===== config.mk =====
export PLATFORM = sky130hd
export DESIGN_NAME = sensor_heartbeat_watchdog_unit
export DESIGN_NICKNAME = d
export VERILOG_FILES = /design/src/rtl/shbwd_pkg.sv /design/src/rtl/sensor_heartbeat_watchdog_unit.sv
export SDC_FILE = /design/constraint.sdc
export NUM_CORES = 1
export LEC_CHECK = 0
export ABC_AREA = 1
export CAP_MARGIN = 20
export CORE_MARGIN = 8
export CORE_UTILIZATION = 59
export DETAILED_ROUTE_END_ITERATION = 8
export DONT_BUFFER_PORTS = 1
export GPL_TIMING_DRIVEN = 0
export PLACE_DENSITY = 0.78
export SLEW_MARGIN = 10
export SYNTH_ARGS = -nofsm -noshare
export SYNTH_HDL_FRONTEND = slang
export SYNTH_SLANG_ARGS = --single-unit

===== constraint.sdc =====
create_clock -name aclk -period 3.25 [get_ports aclk]
set_input_delay 0.65 -clock aclk [delete_from_list [all_inputs] [get_ports aclk]]
set_output_delay 0.65 -clock aclk [all_outputs]
set_load 0.005 [all_outputs]

===== src/rtl/shbwd_pkg.sv =====
package shbwd_pkg;

    localparam int COUNT_WIDTH_DEF = 16;
    localparam int NUM_SOURCES     = 5;

    localparam int CMD_W  = 2;
    localparam int SRC_W  = 3;
    localparam int TMO_W  = 16;
    localparam int LCNT_W = 2;

    localparam int CFG_ADDR_W = 3;
    localparam int CFG_DATA_W = 16;

    // commands
    localparam logic [CMD_W-1:0] CMD_TICK      = 2'd0;
    localparam logic [CMD_W-1:0] CMD_HEARTBEAT = 2'd1;
    localparam logic [CMD_W-1:0] CMD_STATE     = 2'd2;

    // heartbeat sources
    localparam int SRC_SINGLE = 0;
    localparam int SRC_FRONT  = 1;
    localparam int SRC_BACK   = 2;
    localparam int SRC_ODOM   = 3;
    localparam int SRC_ENC    = 4;

    // laser count codes
    localparam logic [LCNT_W-1:0] LCNT_SINGLE = 2'd1;
    localparam logic [LCNT_W-1:0] LCNT_PAIR   = 2'd2;

    // register indexes
    localparam logic [CFG_ADDR_W-1:0] REG_GLOBAL_EN   = 3'd0;
    localparam logic [CFG_ADDR_W-1:0] REG_LASER_EN    = 3'd1;
    localparam logic [CFG_ADDR_W-1:0] REG_ODOM_EN     = 3'd2;
    localparam logic [CFG_ADDR_W-1:0] REG_ENC_EN      = 3'd3;
    localparam logic [CFG_ADDR_W-1:0] REG_LASER_COUNT = 3'd4;
    localparam logic [CFG_ADDR_W-1:0] REG_LASER_TMO   = 3'd5;
    localparam logic [CFG_ADDR_W-1:0] REG_ODOM_TMO    = 3'd6;
    localparam logic [CFG_ADDR_W-1:0] REG_ENC_TMO     = 3'd7;

    // register reset values
    localparam logic              RST_GLOBAL_EN   = 1'b0;
    localparam logic              RST_CHECK_EN    = 1'b1;
    localparam logic [LCNT_W-1:0] RST_LASER_COUNT = 2'd2;
    localparam logic [TMO_W-1:0]  RST_LASER_TMO   = 16'd10;
    localparam logic [TMO_W-1:0]  RST_ODOM_TMO    = 16'd7;
    localparam logic [TMO_W-1:0]  RST_ENC_TMO     = 16'd7;

    typedef struct packed {
        logic any_error;
        logic laser_error;
        logic odometry_error;
        logic encoder_error;
    } status_word_t;

endpackage


===== src/rtl/sensor_heartbeat_watchdog_unit.sv =====
// a tick's result is registered in the output slot, or in the skid entry when that is held
// one word per cycle while s_ready is high; heartbeat/state words update state, emit nothing
// an output register plus one skid entry let input run while a result waits
// reset (aresetn low, synchronous): counters and statuses clear, controller reads not normal,
// registers take their default values and both result slots empty
module sensor_heartbeat_watchdog_unit #(
    parameter int COUNT_WIDTH = shbwd_pkg::COUNT_WIDTH_DEF
) (
    input  logic                              aclk,
    input  logic                              aresetn,

    input  logic                              s_valid,
    output logic                              s_ready,
    input  logic [shbwd_pkg::CMD_W-1:0]       s_command,
    input  logic [shbwd_pkg::SRC_W-1:0]       s_source,
    input  logic                              s_mcu_is_normal,

    output logic                              m_valid,
    input  logic                              m_ready,
    output logic                              m_any_error,
    output logic                              m_laser_error,
    output logic                              m_odometry_error,
    output logic                              m_encoder_error,

    input  logic                              cfg_wr_en,
    input  logic [shbwd_pkg::CFG_ADDR_W-1:0]  cfg_addr,
    input  logic [shbwd_pkg::CFG_DATA_W-1:0]  cfg_wdata
);

    localparam int CMP_W = (COUNT_WIDTH > shbwd_pkg::TMO_W) ? COUNT_WIDTH : shbwd_pkg::TMO_W;
    localparam logic [COUNT_WIDTH-1:0] CNT_MAX = {COUNT_WIDTH{1'b1}};

    // configuration
    logic                              global_en_reg;
    logic                              laser_en_reg;
    logic                              odom_en_reg;
    logic                              enc_en_reg;
    logic [shbwd_pkg::LCNT_W-1:0]      laser_count_reg;
    logic [shbwd_pkg::TMO_W-1:0]       laser_tmo_reg;
    logic [shbwd_pkg::TMO_W-1:0]       odom_tmo_reg;
    logic [shbwd_pkg::TMO_W-1:0]       enc_tmo_reg;

    // watchdog state
    logic [COUNT_WIDTH-1:0]            elapsed_reg [shbwd_pkg::NUM_SOURCES];
    logic [COUNT_WIDTH-1:0]            elapsed_inc [shbwd_pkg::NUM_SOURCES];
    logic                              laser_st_reg;
    logic                              odom_st_reg;
    logic                              enc_st_reg;
    logic                              laser_st_next;
    logic                              odom_st_next;
    logic                              enc_st_next;
    logic                              ctrl_normal_reg;

    // result slots
    logic                              out_valid_reg;
    shbwd_pkg::status_word_t           out_word_reg;
    logic                              skid_valid_reg;
    shbwd_pkg::status_word_t           skid_word_reg;
    shbwd_pkg::status_word_t           new_word;

    logic                              accept;
    logic                              is_tick;
    logic                              push;
    logic                              pop;

    assign s_ready = !skid_valid_reg;
    assign accept  = s_valid && s_ready;
    assign is_tick = (s_command == shbwd_pkg::CMD_TICK);
    assign push    = accept && is_tick;
    assign pop     = out_valid_reg && m_ready;

    always_ff @(posedge aclk) begin
        if (!aresetn) begin
            global_en_reg   <= shbwd_pkg::RST_GLOBAL_EN;
            laser_en_reg    <= shbwd_pkg::RST_CHECK_EN;
            odom_en_reg     <= shbwd_pkg::RST_CHECK_EN;
            enc_en_reg      <= shbwd_pkg::RST_CHECK_EN;
            laser_count_reg <= shbwd_pkg::RST_LASER_COUNT;
            laser_tmo_reg   <= shbwd_pkg::RST_LASER_TMO;
            odom_tmo_reg    <= shbwd_pkg::RST_ODOM_TMO;
            enc_tmo_reg     <= shbwd_pkg::RST_ENC_TMO;
        end else if (cfg_wr_en) begin
            case (cfg_addr)
                shbwd_pkg::REG_GLOBAL_EN:   global_en_reg   <= cfg_wdata[0];
                shbwd_pkg::REG_LASER_EN:    laser_en_reg    <= cfg_wdata[0];
                shbwd_pkg::REG_ODOM_EN:     odom_en_reg     <= cfg_wdata[0];
                shbwd_pkg::REG_ENC_EN:      enc_en_reg      <= cfg_wdata[0];
                shbwd_pkg::REG_LASER_COUNT: laser_count_reg <= cfg_wdata[shbwd_pkg::LCNT_W-1:0];
                shbwd_pkg::REG_LASER_TMO:   laser_tmo_reg   <= cfg_wdata[shbwd_pkg::TMO_W-1:0];
                shbwd_pkg::REG_ODOM_TMO:    odom_tmo_reg    <= cfg_wdata[shbwd_pkg::TMO_W-1:0];
                shbwd_pkg::REG_ENC_TMO:     enc_tmo_reg     <= cfg_wdata[shbwd_pkg::TMO_W-1:0];
                default: ;
            endcase
        end
    end

    // saturating increment of every counter
    always_comb begin
        for (int i = 0; i < shbwd_pkg::NUM_SOURCES; i++) begin
            elapsed_inc[i] = (elapsed_reg[i] == CNT_MAX) ? elapsed_reg[i]
                                                         : elapsed_reg[i] + 1'b1;
        end
    end

    function automatic logic late(input logic [COUNT_WIDTH-1:0] cnt,
                                  input logic [shbwd_pkg::TMO_W-1:0] limit);
        return CMP_W'(cnt) > CMP_W'(limit);
    endfunction

    // status judged against the counters after this tick's increment; all clear while global enable is off
    always_comb begin
        laser_st_next = laser_st_reg;
        odom_st_next  = odom_st_reg;
        enc_st_next   = enc_st_reg;
        if (!global_en_reg) begin
            laser_st_next = 1'b0;
            odom_st_next  = 1'b0;
            enc_st_next   = 1'b0;
        end else begin
            if (laser_en_reg) begin
                case (laser_count_reg)
                    shbwd_pkg::LCNT_SINGLE:
                        laser_st_next = late(elapsed_inc[shbwd_pkg::SRC_SINGLE], laser_tmo_reg);
                    shbwd_pkg::LCNT_PAIR:
                        laser_st_next = late(elapsed_inc[shbwd_pkg::SRC_FRONT], laser_tmo_reg)
                                     || late(elapsed_inc[shbwd_pkg::SRC_BACK], laser_tmo_reg);
                    default: ;
                endcase
            end
            if (odom_en_reg) begin
                odom_st_next = ctrl_normal_reg
                            && late(elapsed_inc[shbwd_pkg::SRC_ODOM], odom_tmo_reg);
            end
            if (enc_en_reg) begin
                enc_st_next = late(elapsed_inc[shbwd_pkg::SRC_ENC], enc_tmo_reg);
            end
        end
        new_word.any_error      = laser_st_next || odom_st_next || enc_st_next;
        new_word.laser_error    = laser_st_next;
        new_word.odometry_error = odom_st_next;
        new_word.encoder_error  = enc_st_next;
    end

    always_ff @(posedge aclk) begin
        if (!aresetn) begin
            for (int i = 0; i < shbwd_pkg::NUM_SOURCES; i++) begin
                elapsed_reg[i] <= '0;
            end
            laser_st_reg    <= 1'b0;
            odom_st_reg     <= 1'b0;
            enc_st_reg      <= 1'b0;
            ctrl_normal_reg <= 1'b0;
        end else if (accept) begin
            case (s_command)
                shbwd_pkg::CMD_TICK: begin
                    for (int i = 0; i < shbwd_pkg::NUM_SOURCES; i++) begin
                        elapsed_reg[i] <= elapsed_inc[i];
                    end
                    laser_st_reg <= laser_st_next;
                    odom_st_reg  <= odom_st_next;
                    enc_st_reg   <= enc_st_next;
                end
                shbwd_pkg::CMD_HEARTBEAT: begin
                    // sources past the encoder are ignored
                    for (int i = 0; i < shbwd_pkg::NUM_SOURCES; i++) begin
                        if (s_source == shbwd_pkg::SRC_W'(i)) begin
                            elapsed_reg[i] <= '0;
                        end
                    end
                end
                shbwd_pkg::CMD_STATE: begin
                    ctrl_normal_reg <= s_mcu_is_normal;
                end
                default: ;
            endcase
        end
    end

    // output register with one skid entry
    always_ff @(posedge aclk) begin
        if (!aresetn) begin
            out_valid_reg  <= 1'b0;
            skid_valid_reg <= 1'b0;
        end else if (skid_valid_reg) begin
            if (pop) begin
                out_valid_reg  <= 1'b1;
                skid_valid_reg <= 1'b0;
            end
        end else if (push) begin
            if (!out_valid_reg || pop) begin
                out_valid_reg <= 1'b1;
            end else begin
                skid_valid_reg <= 1'b1;
            end
        end else if (pop) begin
            out_valid_reg <= 1'b0;
        end
    end

    always_ff @(posedge aclk) begin
        if (skid_valid_reg) begin
            if (pop) begin
                out_word_reg <= skid_word_reg;
            end
        end else if (push) begin
            if (!out_valid_reg || pop) begin
                out_word_reg <= new_word;
            end else begin
                skid_word_reg <= new_word;
            end
        end
    end

    assign m_valid          = out_valid_reg;
    assign m_any_error      = out_word_reg.any_error;
    assign m_laser_error    = out_word_reg.laser_error;
    assign m_odometry_error = out_word_reg.odometry_error;
    assign m_encoder_error  = out_word_reg.encoder_error;

endmodule


# Word-level counts from Yosys, hierarchy flattened
# Memory sizes are Yosys's and may differ from the RTL's.
# Index checks and enable logic that the tools add are counted.
word_totals:
  latch_bits: 0
  word_cells: 161
  reg_bits: 68
  in_bits: 30
  memories: 1
  output_inout_bits: 6
  romBits: 0
  ram_bits: 80
classes:
  bitwise: 12
  mul: 0
  n_div: 0
  mux: 65
  order_cmp: 5
  n_eq_ne: 22
  add_sub_neg: 5
  reduce_logical: 29
  shift: 0
memory_table:
  columns: ["name", "depth", "width", "rd", "rd_clocked_by_memory_dff", "wr", "line_no", "source"]
  rows:
  - ["elapsed_reg", 5, 16, 5, 0, 5, "sensor_heartbeat_watchdog_unit.sv:44", "logic [COUNT_WIDTH-1:0] elapsed_reg [shbwd_pkg::NUM_SOURCES];"]
op_table:
  columns: ["op", "count"]
  rows:
  - ["$mux W16", 15]
  - ["$add A16 B1 Y16 const B", 5]
  - ["$eq A16 B16 Y1 const B", 5]
  - ["$gt A16 B16 Y1", 5]
  - ["$mux W1", 45]
  - ["$reduce_and A2 Y1", 10]
  - ["$mux W4", 4]
  - ["$eq A3 B3 Y1 const B", 5]
  - ["$eq A3 B2 Y1 const B", 4]
  - ["$or A1 B1 Y1", 10]
  - ["$reduce_and A3 Y1", 3]
  - ["$eq A3 B1 Y1 const B", 2]
  - ["$logic_not A3 Y1", 2]
  - ["$reduce_bool A2 Y1", 3]
  - ["$eq A2 B1 Y1 const B", 2]
  - ["$eq A2 B2 Y1 const B", 2]
  - ["$logic_and A1 B1 Y1", 4]
  - ["$logic_or A1 B1 Y1", 4]
  - ["$ne A3 B2 Y1 const B", 1]
  - ["$logic_not A1 Y1", 2]
  - ["$logic_not A2 Y1", 1]
  - ["$ne A2 B1 Y1 const B", 1]
  - ["$not A1 Y1", 2]
  - ["$pmux W1 S2", 1]

# Depth between registers and ports, before layout
# Gate-level depths: netlist of run 1.
logic_depth:
  ltp_word: 12
  depth_mapped: 29
  mapped_depth_nobuf: 29

# Worst setup path before layout of run 1
# Ideal clock, no wire load.
synth_timing:
  path_kind: "input to register"
  start: "input aresetn"
  end: "memory elapsed_reg[0][16] (netlist bit) (enable)"
  arrival_time_ns: 2.829
  n_path_buf: 1
  setup_slack_ns: -0.015
  required_ns: 2.814
  stages: 5
  path_cell_list: "clkbuf_1 > nand2_1 > nor2_1 > inv_1 > o41ai_1"
synth_lines:
  columns: ["item", "line_no", "source"]
  rows:
  - ["from (decl)", "sensor_heartbeat_watchdog_unit.sv:10", "input logic aresetn,"]
  - ["to (decl)", "sensor_heartbeat_watchdog_unit.sv:44", null]

==> flow_summary.yaml, run 1 <==
floorplan:
  die_h_um: 144
  die_x_um: 144
  coreArea_um2: 15900
  initial_core_util: 0.606
  die_area_um2: 20600
  num_rows: 46
  ios: 36
synthesis:
  synth_area_leaders: "edfxtp_1 27%, dfxtp_1 12%, ha_1 11%"
  ys_ff_latch: 148
  synth_edf_count: 88
  syn_nets: 1334
  synthDistinctLibCells: 44
  syn_area_um2: 9620
  syn_inst: 1217
  ys_async_sr_fraction: 0
  synth_ff_type: "edfxtp_1"
  ys_warn_count: 0
  seq_area_frac_synth: 0.400
  syn_avg_cell_area_um2: 7.91
  synth_largest_area_cell: "edfxtp_1"
  yosysTopAreaCellShare: 0.275
routing:
  drc: 0
  drt_wl_total_um: 24200
  num_vias: 8351
  drtAntennaViolNets: 0
  firstDrtPassIters: 6
  avgViaCountPerCell: 5.59
  wl_per_cell_um: 16.2
  drt_iter0_drc: 771
critical_path:
  required_ns: 3.45
  worst_path_max_delay_cell: "or4_4"
  path_delay_family: "simple AND/OR/NAND/NOR gates"
  critPathBufInv: 4
  max_stage_delay_ns: 0.45
  path_common_cell: "nand2_1"
  crit_chain: "ha_2 -> nand2_2 -> inv_2 -> nand2_4 -> or4_4 -> nor2_4 -> inv_4 -> buf_6 -> nand2_1 -> ha_1 -> a21oi_2 -> o21ai_0 -> a21oi_1 -> nand2_1 -> nand2_1 -> nand2_1 -> nand2_1 -> nand2_1 -> nand2_2 -> nand3_2 -> nand2_1 -> inv_1"
  reg2reg_slack_ns: 0.08
  setup.worst_path.class: "reg -> reg"
  crit_arrival_ns: 3.37
  reg2reg_to: "m_any_error"
  crit_path_start_kind: "flip-flop"
  end_kind: "flip-flop"
  r2r-start: "elapsed_reg[0][17]"
  reg2reg_depth: 22
  cp_max_fo: 10
sta:
  worst_pin_slew_ns: 0.900
  fin_ws_ns: 0.0835
  setup_viol: 0
  skew_ns: 0.00809
  max_freq_mhz: 316
  drv_slew: 0
  relSlewSlack: 0.400
  hold_viol_final: 0
  final.min_clock_period_ns: 3.17
  period_share: 0.974
  holdWs_ns: 0.336
  rsz0062_at_grt: "true"
hold_path:
  worstHoldStart: "cfg_wdata[0]"
  whs_path_depth: 2
  hold_end: "odom_tmo_reg[0]"
  hold_path_class: "in -> reg"
placement:
  portBuffers: 0
  gp_congestion: 0.915
  dp_hpwl_um: 17700
  placed_area_um2: 9990
  place_ws_ns: -0.239
global_route:
  antenna_found_initial: 0
  grt_usage: 0.233
  grt_max_degree: 20
  grt_pass1_vias: 7714
  grt_pass1_wl_um: 37400
  gr-total-overflow: 0
power_and_ir_drop:
  p_per_area_nw_per_um2: 425
  power_mw: 4.73
  ir_drop_uv: 390
  p_leak_nw: 4.77
layout:
  fin_util: 0.701
  syn2layout_area_growth_pct: 15.8
  fin_nets: 1381
  final_cell_mix: "241 x nand2_1, 157 x inv_1, 124 x a21oi_1, 108 x nor2_1, 88 x edfxtp_1"
  postLayoutCellArea_um2: 11100
  antennaDiodeCount: 0
  layout_commonest_cell: "nand2_1"
  largest_reg_flops: 80
  n_fill_cell: 1260
  drive_gt1_frac: 0.142
status:
  status: "completed"
clocking:
  cts_sinks: 148
  clockBufferDepth: 2
  ctsHtreeMaxLevel: 4
  clk_pin_slew_ns: 0.07
  clk_latency_ns: 0.43
  cts_tree: "yes"
  cts-root-buf: "clkbuf_16"
  postCtsHoldBufs: 0
  numCtsBuffers: 17
flow_run:
  max_cap_violations: 0
cells by family (layout without fill, tap and decap cells):
group,after synthesis,count (layout),synth area share
flip-flops,148,148,0.400
buffers and inverters,199,259,0.0808
AO/OA/AOI/OAI,234,234,0.133
AND/OR/NAND/NOR,497,497,0.227
adder cells (fa/ha/maj),87,87,0.113
XOR/XNOR,52,52,0.0473
metal layers:
layer	vias up	track usage	part of all wire
met5	-	0	0
met4	0	0.0991	0.029
met3	51	0.0541	0.064
met2	277	0.377	0.48
met1	3847	0.292	0.43
li1	4176	-	-
cell usage after synthesis, types with 5 or more instances:
cell type and n:
edfxtp_1 88, inv_1 161, nor3_1 41, a211oi_1 6
nand2_1 253, buf_2 6, o211ai_1 5, xnor2_1 11
nor4_1 7, inv_2 11, clkbuf_1 17, nand4_1 15
nor2_1 112, ha_1 87, o21ai_0 67, a21oi_1 129
dfxtp_1 60, nand3_1 37, a21oi_2 11, xor2_1 41
nor2_2 8, o21a_1 5
area by class of cell:
class | instances | area (um2) | share of cell area
clock inverters | 13 | 145 | 0.0130
inverters | 172 | 648 | 0.0582
flip-flops and latches | 148 | 3840 | 0.345
plain buffers | 26 | 129 | 0.0116
clock buffers | 19 | 433 | 0.0389
multi-input cells | 870 | 5430 | 0.488
well taps | 216 | 270 | 0.0243
repair buffers | 29 | 238 | 0.0213
report_power, final:
group / total (mW) / leakage (nW) / switching, mW / internal [mW]
clock: 1.97 / 0.273 / 0.829 / 1.14
sequential: 2.14 / 1.40 / 0.0690 / 2.07
combinational: 0.617 / 3.09 / 0.391 / 0.226
total: 4.73 / 4.77 / 1.29 / 3.44
metrics by stage:
stage | setup TNS, ns | instances
finish | 0 | 1493
global route | -0.242 | 1493
CTS | 0 | 1474
detailed placement | -0.489 | 1440
global placement | -53.98 | 1433
floorplan | -0.483 | 1217
timing repair:
action | CTS | global route
endpoints found under the hold margin | 0 | 0
resized for setup | 16 | 69
setup endpoints to repair | 6 | 11
setup buffers | 3 | 19
pin swaps | 3 | 33
worst max-delay path by stage:
stage | from | end | slack, ns | depth (start not counted)
finish | elapsed_reg[0][17] | m_any_error | 0.08 | 22
global route | elapsed_reg[0][19] | m_laser_error | -0.09 | 20
CTS | elapsed_reg[0][16] | m_any_error | 0.01 | 29
detailed placement | elapsed_reg[0][48] | m_any_error | -0.24 | 22
global placement | aresetn | elapsed_reg[0][31] | -1.12 | 5
floorplan | aresetn | elapsed_reg[0][16] | -0.02 | 5
Power figures use the tool's default switching activity.
==> run 2, diff against run 1 <==
Settings changed: SETUP_SLACK_MARGIN set to 0.1.
==> run 2 against run 1 <==
Effect of this change: fmax decreased by 0.92%; non-clock buffer count increased by 7; global-route usage increased by 0.22 points; worst hold slack got worse by 0.0035 ns; setup slack got worse by 0.029 ns; flip-flop and latch count unchanged; clock skew about the same; design area increased by 0.27%; sequential power about the same; clock-buffer cell count unchanged; first-iteration DRC count increased by 2.7%; combinational power about the same; critical path type unchanged; largest cell class unchanged.
==> flow_summary.yaml, run 2 (same netlist as run 1, synthesis figures left out) <==
floorplan:
  die_h_um: 144
  ios: 36
  num_rows: 46
  die_area_um2: 20600
  initial_core_util: 0.606
  coreArea_um2: 15900
  die_x_um: 144
clocking:
  cts_tree: "yes"
  cts-root-buf: "clkbuf_16"
  cts_sinks: 148
  clk_pin_slew_ns: 0.07
  clockBufferDepth: 2
  ctsHtreeMaxLevel: 4
  numCtsBuffers: 17
  clk_latency_ns: 0.44
critical_path:
  crit_chain: "ha_2 -> nand2_2 -> inv_2 -> nand2_4 -> or4_4 -> nor2_4 -> inv_4 -> buf_6 -> nand2_1 -> ha_1 -> a21oi_1 -> o21ai_0 -> a21oi_1 -> nand2_1 -> nand2_1 -> nand2_1 -> nand2_1 -> nand2_1 -> nand2_2 -> nand3_2 -> nand2_1 -> inv_1"
  reg2reg_slack_ns: 0.05
  path_common_cell: "nand2_1"
  path_delay_family: "simple AND/OR/NAND/NOR gates"
  cp_max_fo: 10
  reg2reg_depth: 22
  critPathBufInv: 4
  end_kind: "flip-flop"
  reg2reg_to: "m_any_error"
  crit_arrival_ns: 3.40
  worst_path_max_delay_cell: "or4_4"
  crit_path_start_kind: "flip-flop"
  setup.worst_path.class: "reg -> reg"
  max_stage_delay_ns: 0.45
  r2r-start: "elapsed_reg[0][17]"
  required_ns: 3.45
layout:
  final_cell_mix: "244 x nand2_1, 157 x inv_1, 126 x a21oi_1, 104 x nor2_1, 88 x edfxtp_1"
  largest_reg_flops: 80
  n_fill_cell: 1259
  layout_commonest_cell: "nand2_1"
  drive_gt1_frac: 0.146
  antennaDiodeCount: 0
  syn2layout_area_growth_pct: 16.1
  fin_util: 0.703
  postLayoutCellArea_um2: 11200
  fin_nets: 1388
  final_cells: 1500
routing:
  wl_per_cell_um: 16.4
  num_vias: 8387
  drt_iter0_drc: 792
  firstDrtPassIters: 7
  avgViaCountPerCell: 5.59
  drc: 0
  drt_wl_total_um: 24600
  drtAntennaViolNets: 0
placement:
  dp_hpwl_um: 17700
  place_ws_ns: -0.239
  portBuffers: 0
  post-place-cells: 1440
  placed_area_um2: 9990
  gp_congestion: 0.915
sta:
  drv_slew: 0
  relSlewSlack: 0.390
  fin_tns_setup_ns: 0
  period_share: 0.983
  hold_viol_final: 0
  skew_ns: 0.00831
  final.min_clock_period_ns: 3.20
  holdWs_ns: 0.333
  rsz0062_at_grt: "true"
  max_freq_mhz: 313
  setup_viol: 0
  worst_pin_slew_ns: 0.915
  fin_ws_ns: 0.0542
hold_path:
  whs_path_depth: 2
  worstHoldStart: "cfg_wdata[0]"
  hold_path_class: "in -> reg"
  hold_end: "odom_tmo_reg[0]"
global_route:
  gr-total-overflow: 0
  antenna_found_initial: 0
  grt_pass1_wl_um: 37800
  grt_pass1_vias: 7828
  grt_max_degree: 17
  grt_usage: 0.235
power_and_ir_drop:
  switchingPower_mw: 1.29
  ir_drop_uv: 395
  p_per_area_nw_per_um2: 424
  p_clk_frac: 0.417
  p_leak_nw: 4.82
  switching_share: 0.273
  power_mw: 4.73
  power_frac_seq: 0.453
  combPwrFrac: 0.130
  internal-power_mw: 3.44
flow_run:
  max_cap_violations: 0
status:
  status: "completed"
-- run 2: worst max path at each step --
stage | from | end | slack [ns] | depth (start not counted)
6_report | elapsed_reg[0][17] | m_any_error | 0.05 | 22
5_1_grt | elapsed_reg[0][0] | m_laser_error | -0.14 | 16
4_1_cts | elapsed_reg[0][49] | m_any_error | 0.10 | 22
3_5_place_dp | elapsed_reg[0][48] | m_any_error | -0.24 | 22
3_3_place_gp | aresetn | elapsed_reg[0][31] | -1.12 | 5
2_1_floorplan | aresetn | elapsed_reg[0][16] | -0.02 | 5
-- run 2: power groups by stage --
stage          clock network (mW)  registers [mW]  logic [mW]
2_1_floorplan                   0            2.16       0.413
3_3_place_gp                    0            2.18       0.516
3_5_place_dp                    0            2.18       0.552
4_1_cts                      1.98            2.14       0.568
5_1_grt                      2.06            2.15       0.699
6_report                     1.98            2.14       0.615
-- run 2: routing by layer --
layer	share of wire	vias to the layer above	GRT usage
met3	0.063	53	0.0544
met4	0.032	0	0.101
li1	-	4189	-
met5	0	-	0
met2	0.48	267	0.384
met1	0.43	3878	0.292
-- run 2: what timing repair did --
item | 4_1_cts | 5_1_grt
cloned | 0 | 0
setup endpoints to repair | 10 | 11
gates resized for setup | 26 | 61
pin swaps | 9 | 33
hold buffers | 0 | 0
setup buffers | 7 | 21
-- run 2: area by class of cell --
| class | instances | area, um2 | area share |
|---|---|---|---|
| sequential | 148 | 3840 | 0.344 |
| timing repair buffer | 35 | 283 | 0.0253 |
| multi-input combinational | 870 | 5410 | 0.484 |
| buffer | 27 | 139 | 0.0124 |
| tap | 216 | 270 | 0.0242 |
| clock buffer | 19 | 433 | 0.0388 |
| clock inverter | 13 | 145 | 0.0130 |
| inverter | 172 | 648 | 0.0580 |
-- run 2: worst reg2reg max path: cells and delay by family, from the launching register on --
kind	cells	cell delay, ns
AO/OA/AOI/OAI	3	0.43
buffers and inverters	4	0.33
adder cells (fa/ha/maj)	2	0.46
AND/OR/NAND/NOR	13	1.39
flip-flops	1	0.36
==> run 3, diff against run 2 <==
Settings changed: PLACE_DENSITY 0.78 to 0.75, SETUP_SLACK_MARGIN 0.1 to 0.2.
Clock period 3.25 ns to 3.5 ns, I/O delays scaled along.
==> run 3 against run 2 <==
Effect of this change: via count is 0.66% lower; global-route usage hardly changed; combinational power is 8.3% lower; largest cell class unchanged; largest power group unchanged.
==> flow_summary.yaml, run 3 (same netlist as run 1, synthesis figures left out) <==
clocking:
  ctsHtreeMaxLevel: 4
  cts-root-buf: "clkbuf_16"
  cts_sinks: 148
  clk_pin_slew_ns: 0.06
  cts_tree: "yes"
  clockBufferDepth: 2
  numCtsBuffers: 17
  clk_latency_ns: 0.43
layout:
  final_cell_mix: "245 x nand2_1, 156 x inv_1, 125 x a21oi_1, 105 x nor2_1, 88 x edfxtp_1"
  antennaDiodeCount: 0
  largest_reg_flops: 80
  syn2layout_area_growth_pct: 15.4
  layout_commonest_cell: "nand2_1"
  postLayoutCellArea_um2: 11100
  fin_nets: 1389
  final_cells: 1501
  fin_util: 0.699
  drive_gt1_frac: 0.142
routing:
  num_vias: 8332
  wl_per_cell_um: 16.3
  firstDrtPassIters: 5
  drc: 0
  drt_wl_total_um: 24500
  avgViaCountPerCell: 5.55
  drt_iter0_drc: 586
  drtAntennaViolNets: 0
power_and_ir_drop:
  p_clk_frac: 0.409
  p_leak_nw: 4.79
  switching_share: 0.271
  combPwrFrac: 0.131
  power_mw: 4.32
  p_per_area_nw_per_um2: 389
  internal-power_mw: 3.15
  switchingPower_mw: 1.17
  power_frac_seq: 0.460
  ir_drop_uv: 355
placement:
  gp_congestion: 0.910
  portBuffers: 0
  place_ws_ns: 0.0586
  dp_hpwl_um: 17900
  post-place-cells: 1440
  placed_area_um2: 9980
floorplan:
  ios: 36
  die_h_um: 144
  die_x_um: 144
  num_rows: 46
  initial_core_util: 0.606
  die_area_um2: 20600
  coreArea_um2: 15900
critical_path:
  worst_path_max_delay_cell: "edfxtp_1"
  crit_chain: "buf_4 -> ha_4 -> nand4_4 -> nor3_2 -> nand3_1 -> inv_1 -> nor3_1 -> nor2_1 -> ha_1 -> nand2_1 -> nor2_1 -> nand2_1 -> nor3_2 -> nor2_1 -> a21oi_1 -> nand2_1 -> nand2_2 -> nand3_1 -> nand2_1 -> inv_1"
  critPathBufInv: 3
  crit_path_start_kind: "flip-flop"
  required_ns: 3.69
  crit_arrival_ns: 3.35
  end_kind: "flip-flop"
  cp_max_fo: 6
  max_stage_delay_ns: 0.42
  path_delay_family: "simple AND/OR/NAND/NOR gates"
  path_common_cell: "nand2_1"
  setup.worst_path.class: "reg -> reg"
sta:
  max_freq_mhz: 316
  worst_pin_slew_ns: 0.802
  fin_tns_setup_ns: 0
  relSlewSlack: 0.465
  hold_viol_final: 0
  period_share: 0.904
  drv_slew: 0
  setup_viol: 0
  final.min_clock_period_ns: 3.16
  skew_ns: 0.0109
  holdWs_ns: 0.400
  rsz0062_at_grt: "false"
  fin_ws_ns: 0.337
global_route:
  grt_pass1_wl_um: 37500
  grt_max_degree: 17
  gr-total-overflow: 0
  antenna_found_initial: 0
  grt_usage: 0.235
  grt_pass1_vias: 7626
flow_run:
  max_cap_violations: 0
hold_path:
  hold_path_class: "in -> reg"
status:
  status: "completed"
## run 3: worst paths after layout
check,start,end,slack [ns],cells past startpoint
worst min register to register,odom_tmo_reg[9],odom_tmo_reg[9],0.46,2
worst max-delay path,elapsed_reg[0][0],m_any_error,0.34,20
worst max register to register,elapsed_reg[0][0],m_any_error,0.34,20
worst min-delay path,cfg_wdata[1],odom_tmo_reg[1],0.40,2
## run 3: worst reg2reg max path: stages, from the launching register on
cell	delay, ns
edfxtp_1	0.42
buf_4	0.17
ha_4	0.18
nand4_4	0.12
nor3_2	0.06
nand3_1	0.12
inv_1	0.08
nor3_1	0.24
nor2_1	0.12
ha_1	0.32
nand2_1	0.07
nor2_1	0.12
nand2_1	0.08
nor3_2	0.22
nor2_1	0.06
a21oi_1	0.15
nand2_1	0.09
nand2_2	0.11
nand3_1	0.09
nand2_1	0.06
inv_1	0.03
## run 3: final cells by class
class	instances	area, um2
Multi-Input combinational cell	870	5350
Fill cell	1303	4780
Sequential cell	148	3840
Inverter	172	648
Clock buffer	24	504
Timing Repair Buffer	36	285
Tap cell	216	270
Buffer	27	136
Clock inverter	8	63.8
## run 3: power groups by stage
| stage | Combinational (mW) | Sequential (mW) | Clock, mW |
|---|---|---|---|
| floorplan | 0.383 | 2.01 | 0 |
| global placement | 0.483 | 2.02 | 0 |
| detailed placement | 0.514 | 2.02 | 0 |
| CTS | 0.524 | 1.98 | 1.79 |
| global route | 0.644 | 2.00 | 1.86 |
| finish | 0.564 | 1.99 | 1.77 |
## run 3: layer usage
| layer | GRT usage | vias to the layer above | wire (um) |
|---|---|---|---|
| li1 | - | 4189 | - |
| met1 | 0.287 | 3854 | 10300 |
| met2 | 0.384 | 235 | 11800 |
| met3 | 0.0567 | 54 | 1650 |
| met4 | 0.109 | 0 | 793 |
| met5 | 0 | - | 0 |
## run 3: what timing repair did
action,CTS,global route
setup buffers,1,28
setup endpoints to repair,5,11
hold buffers,0,0
resized for setup,8,73
pin swaps,1,33
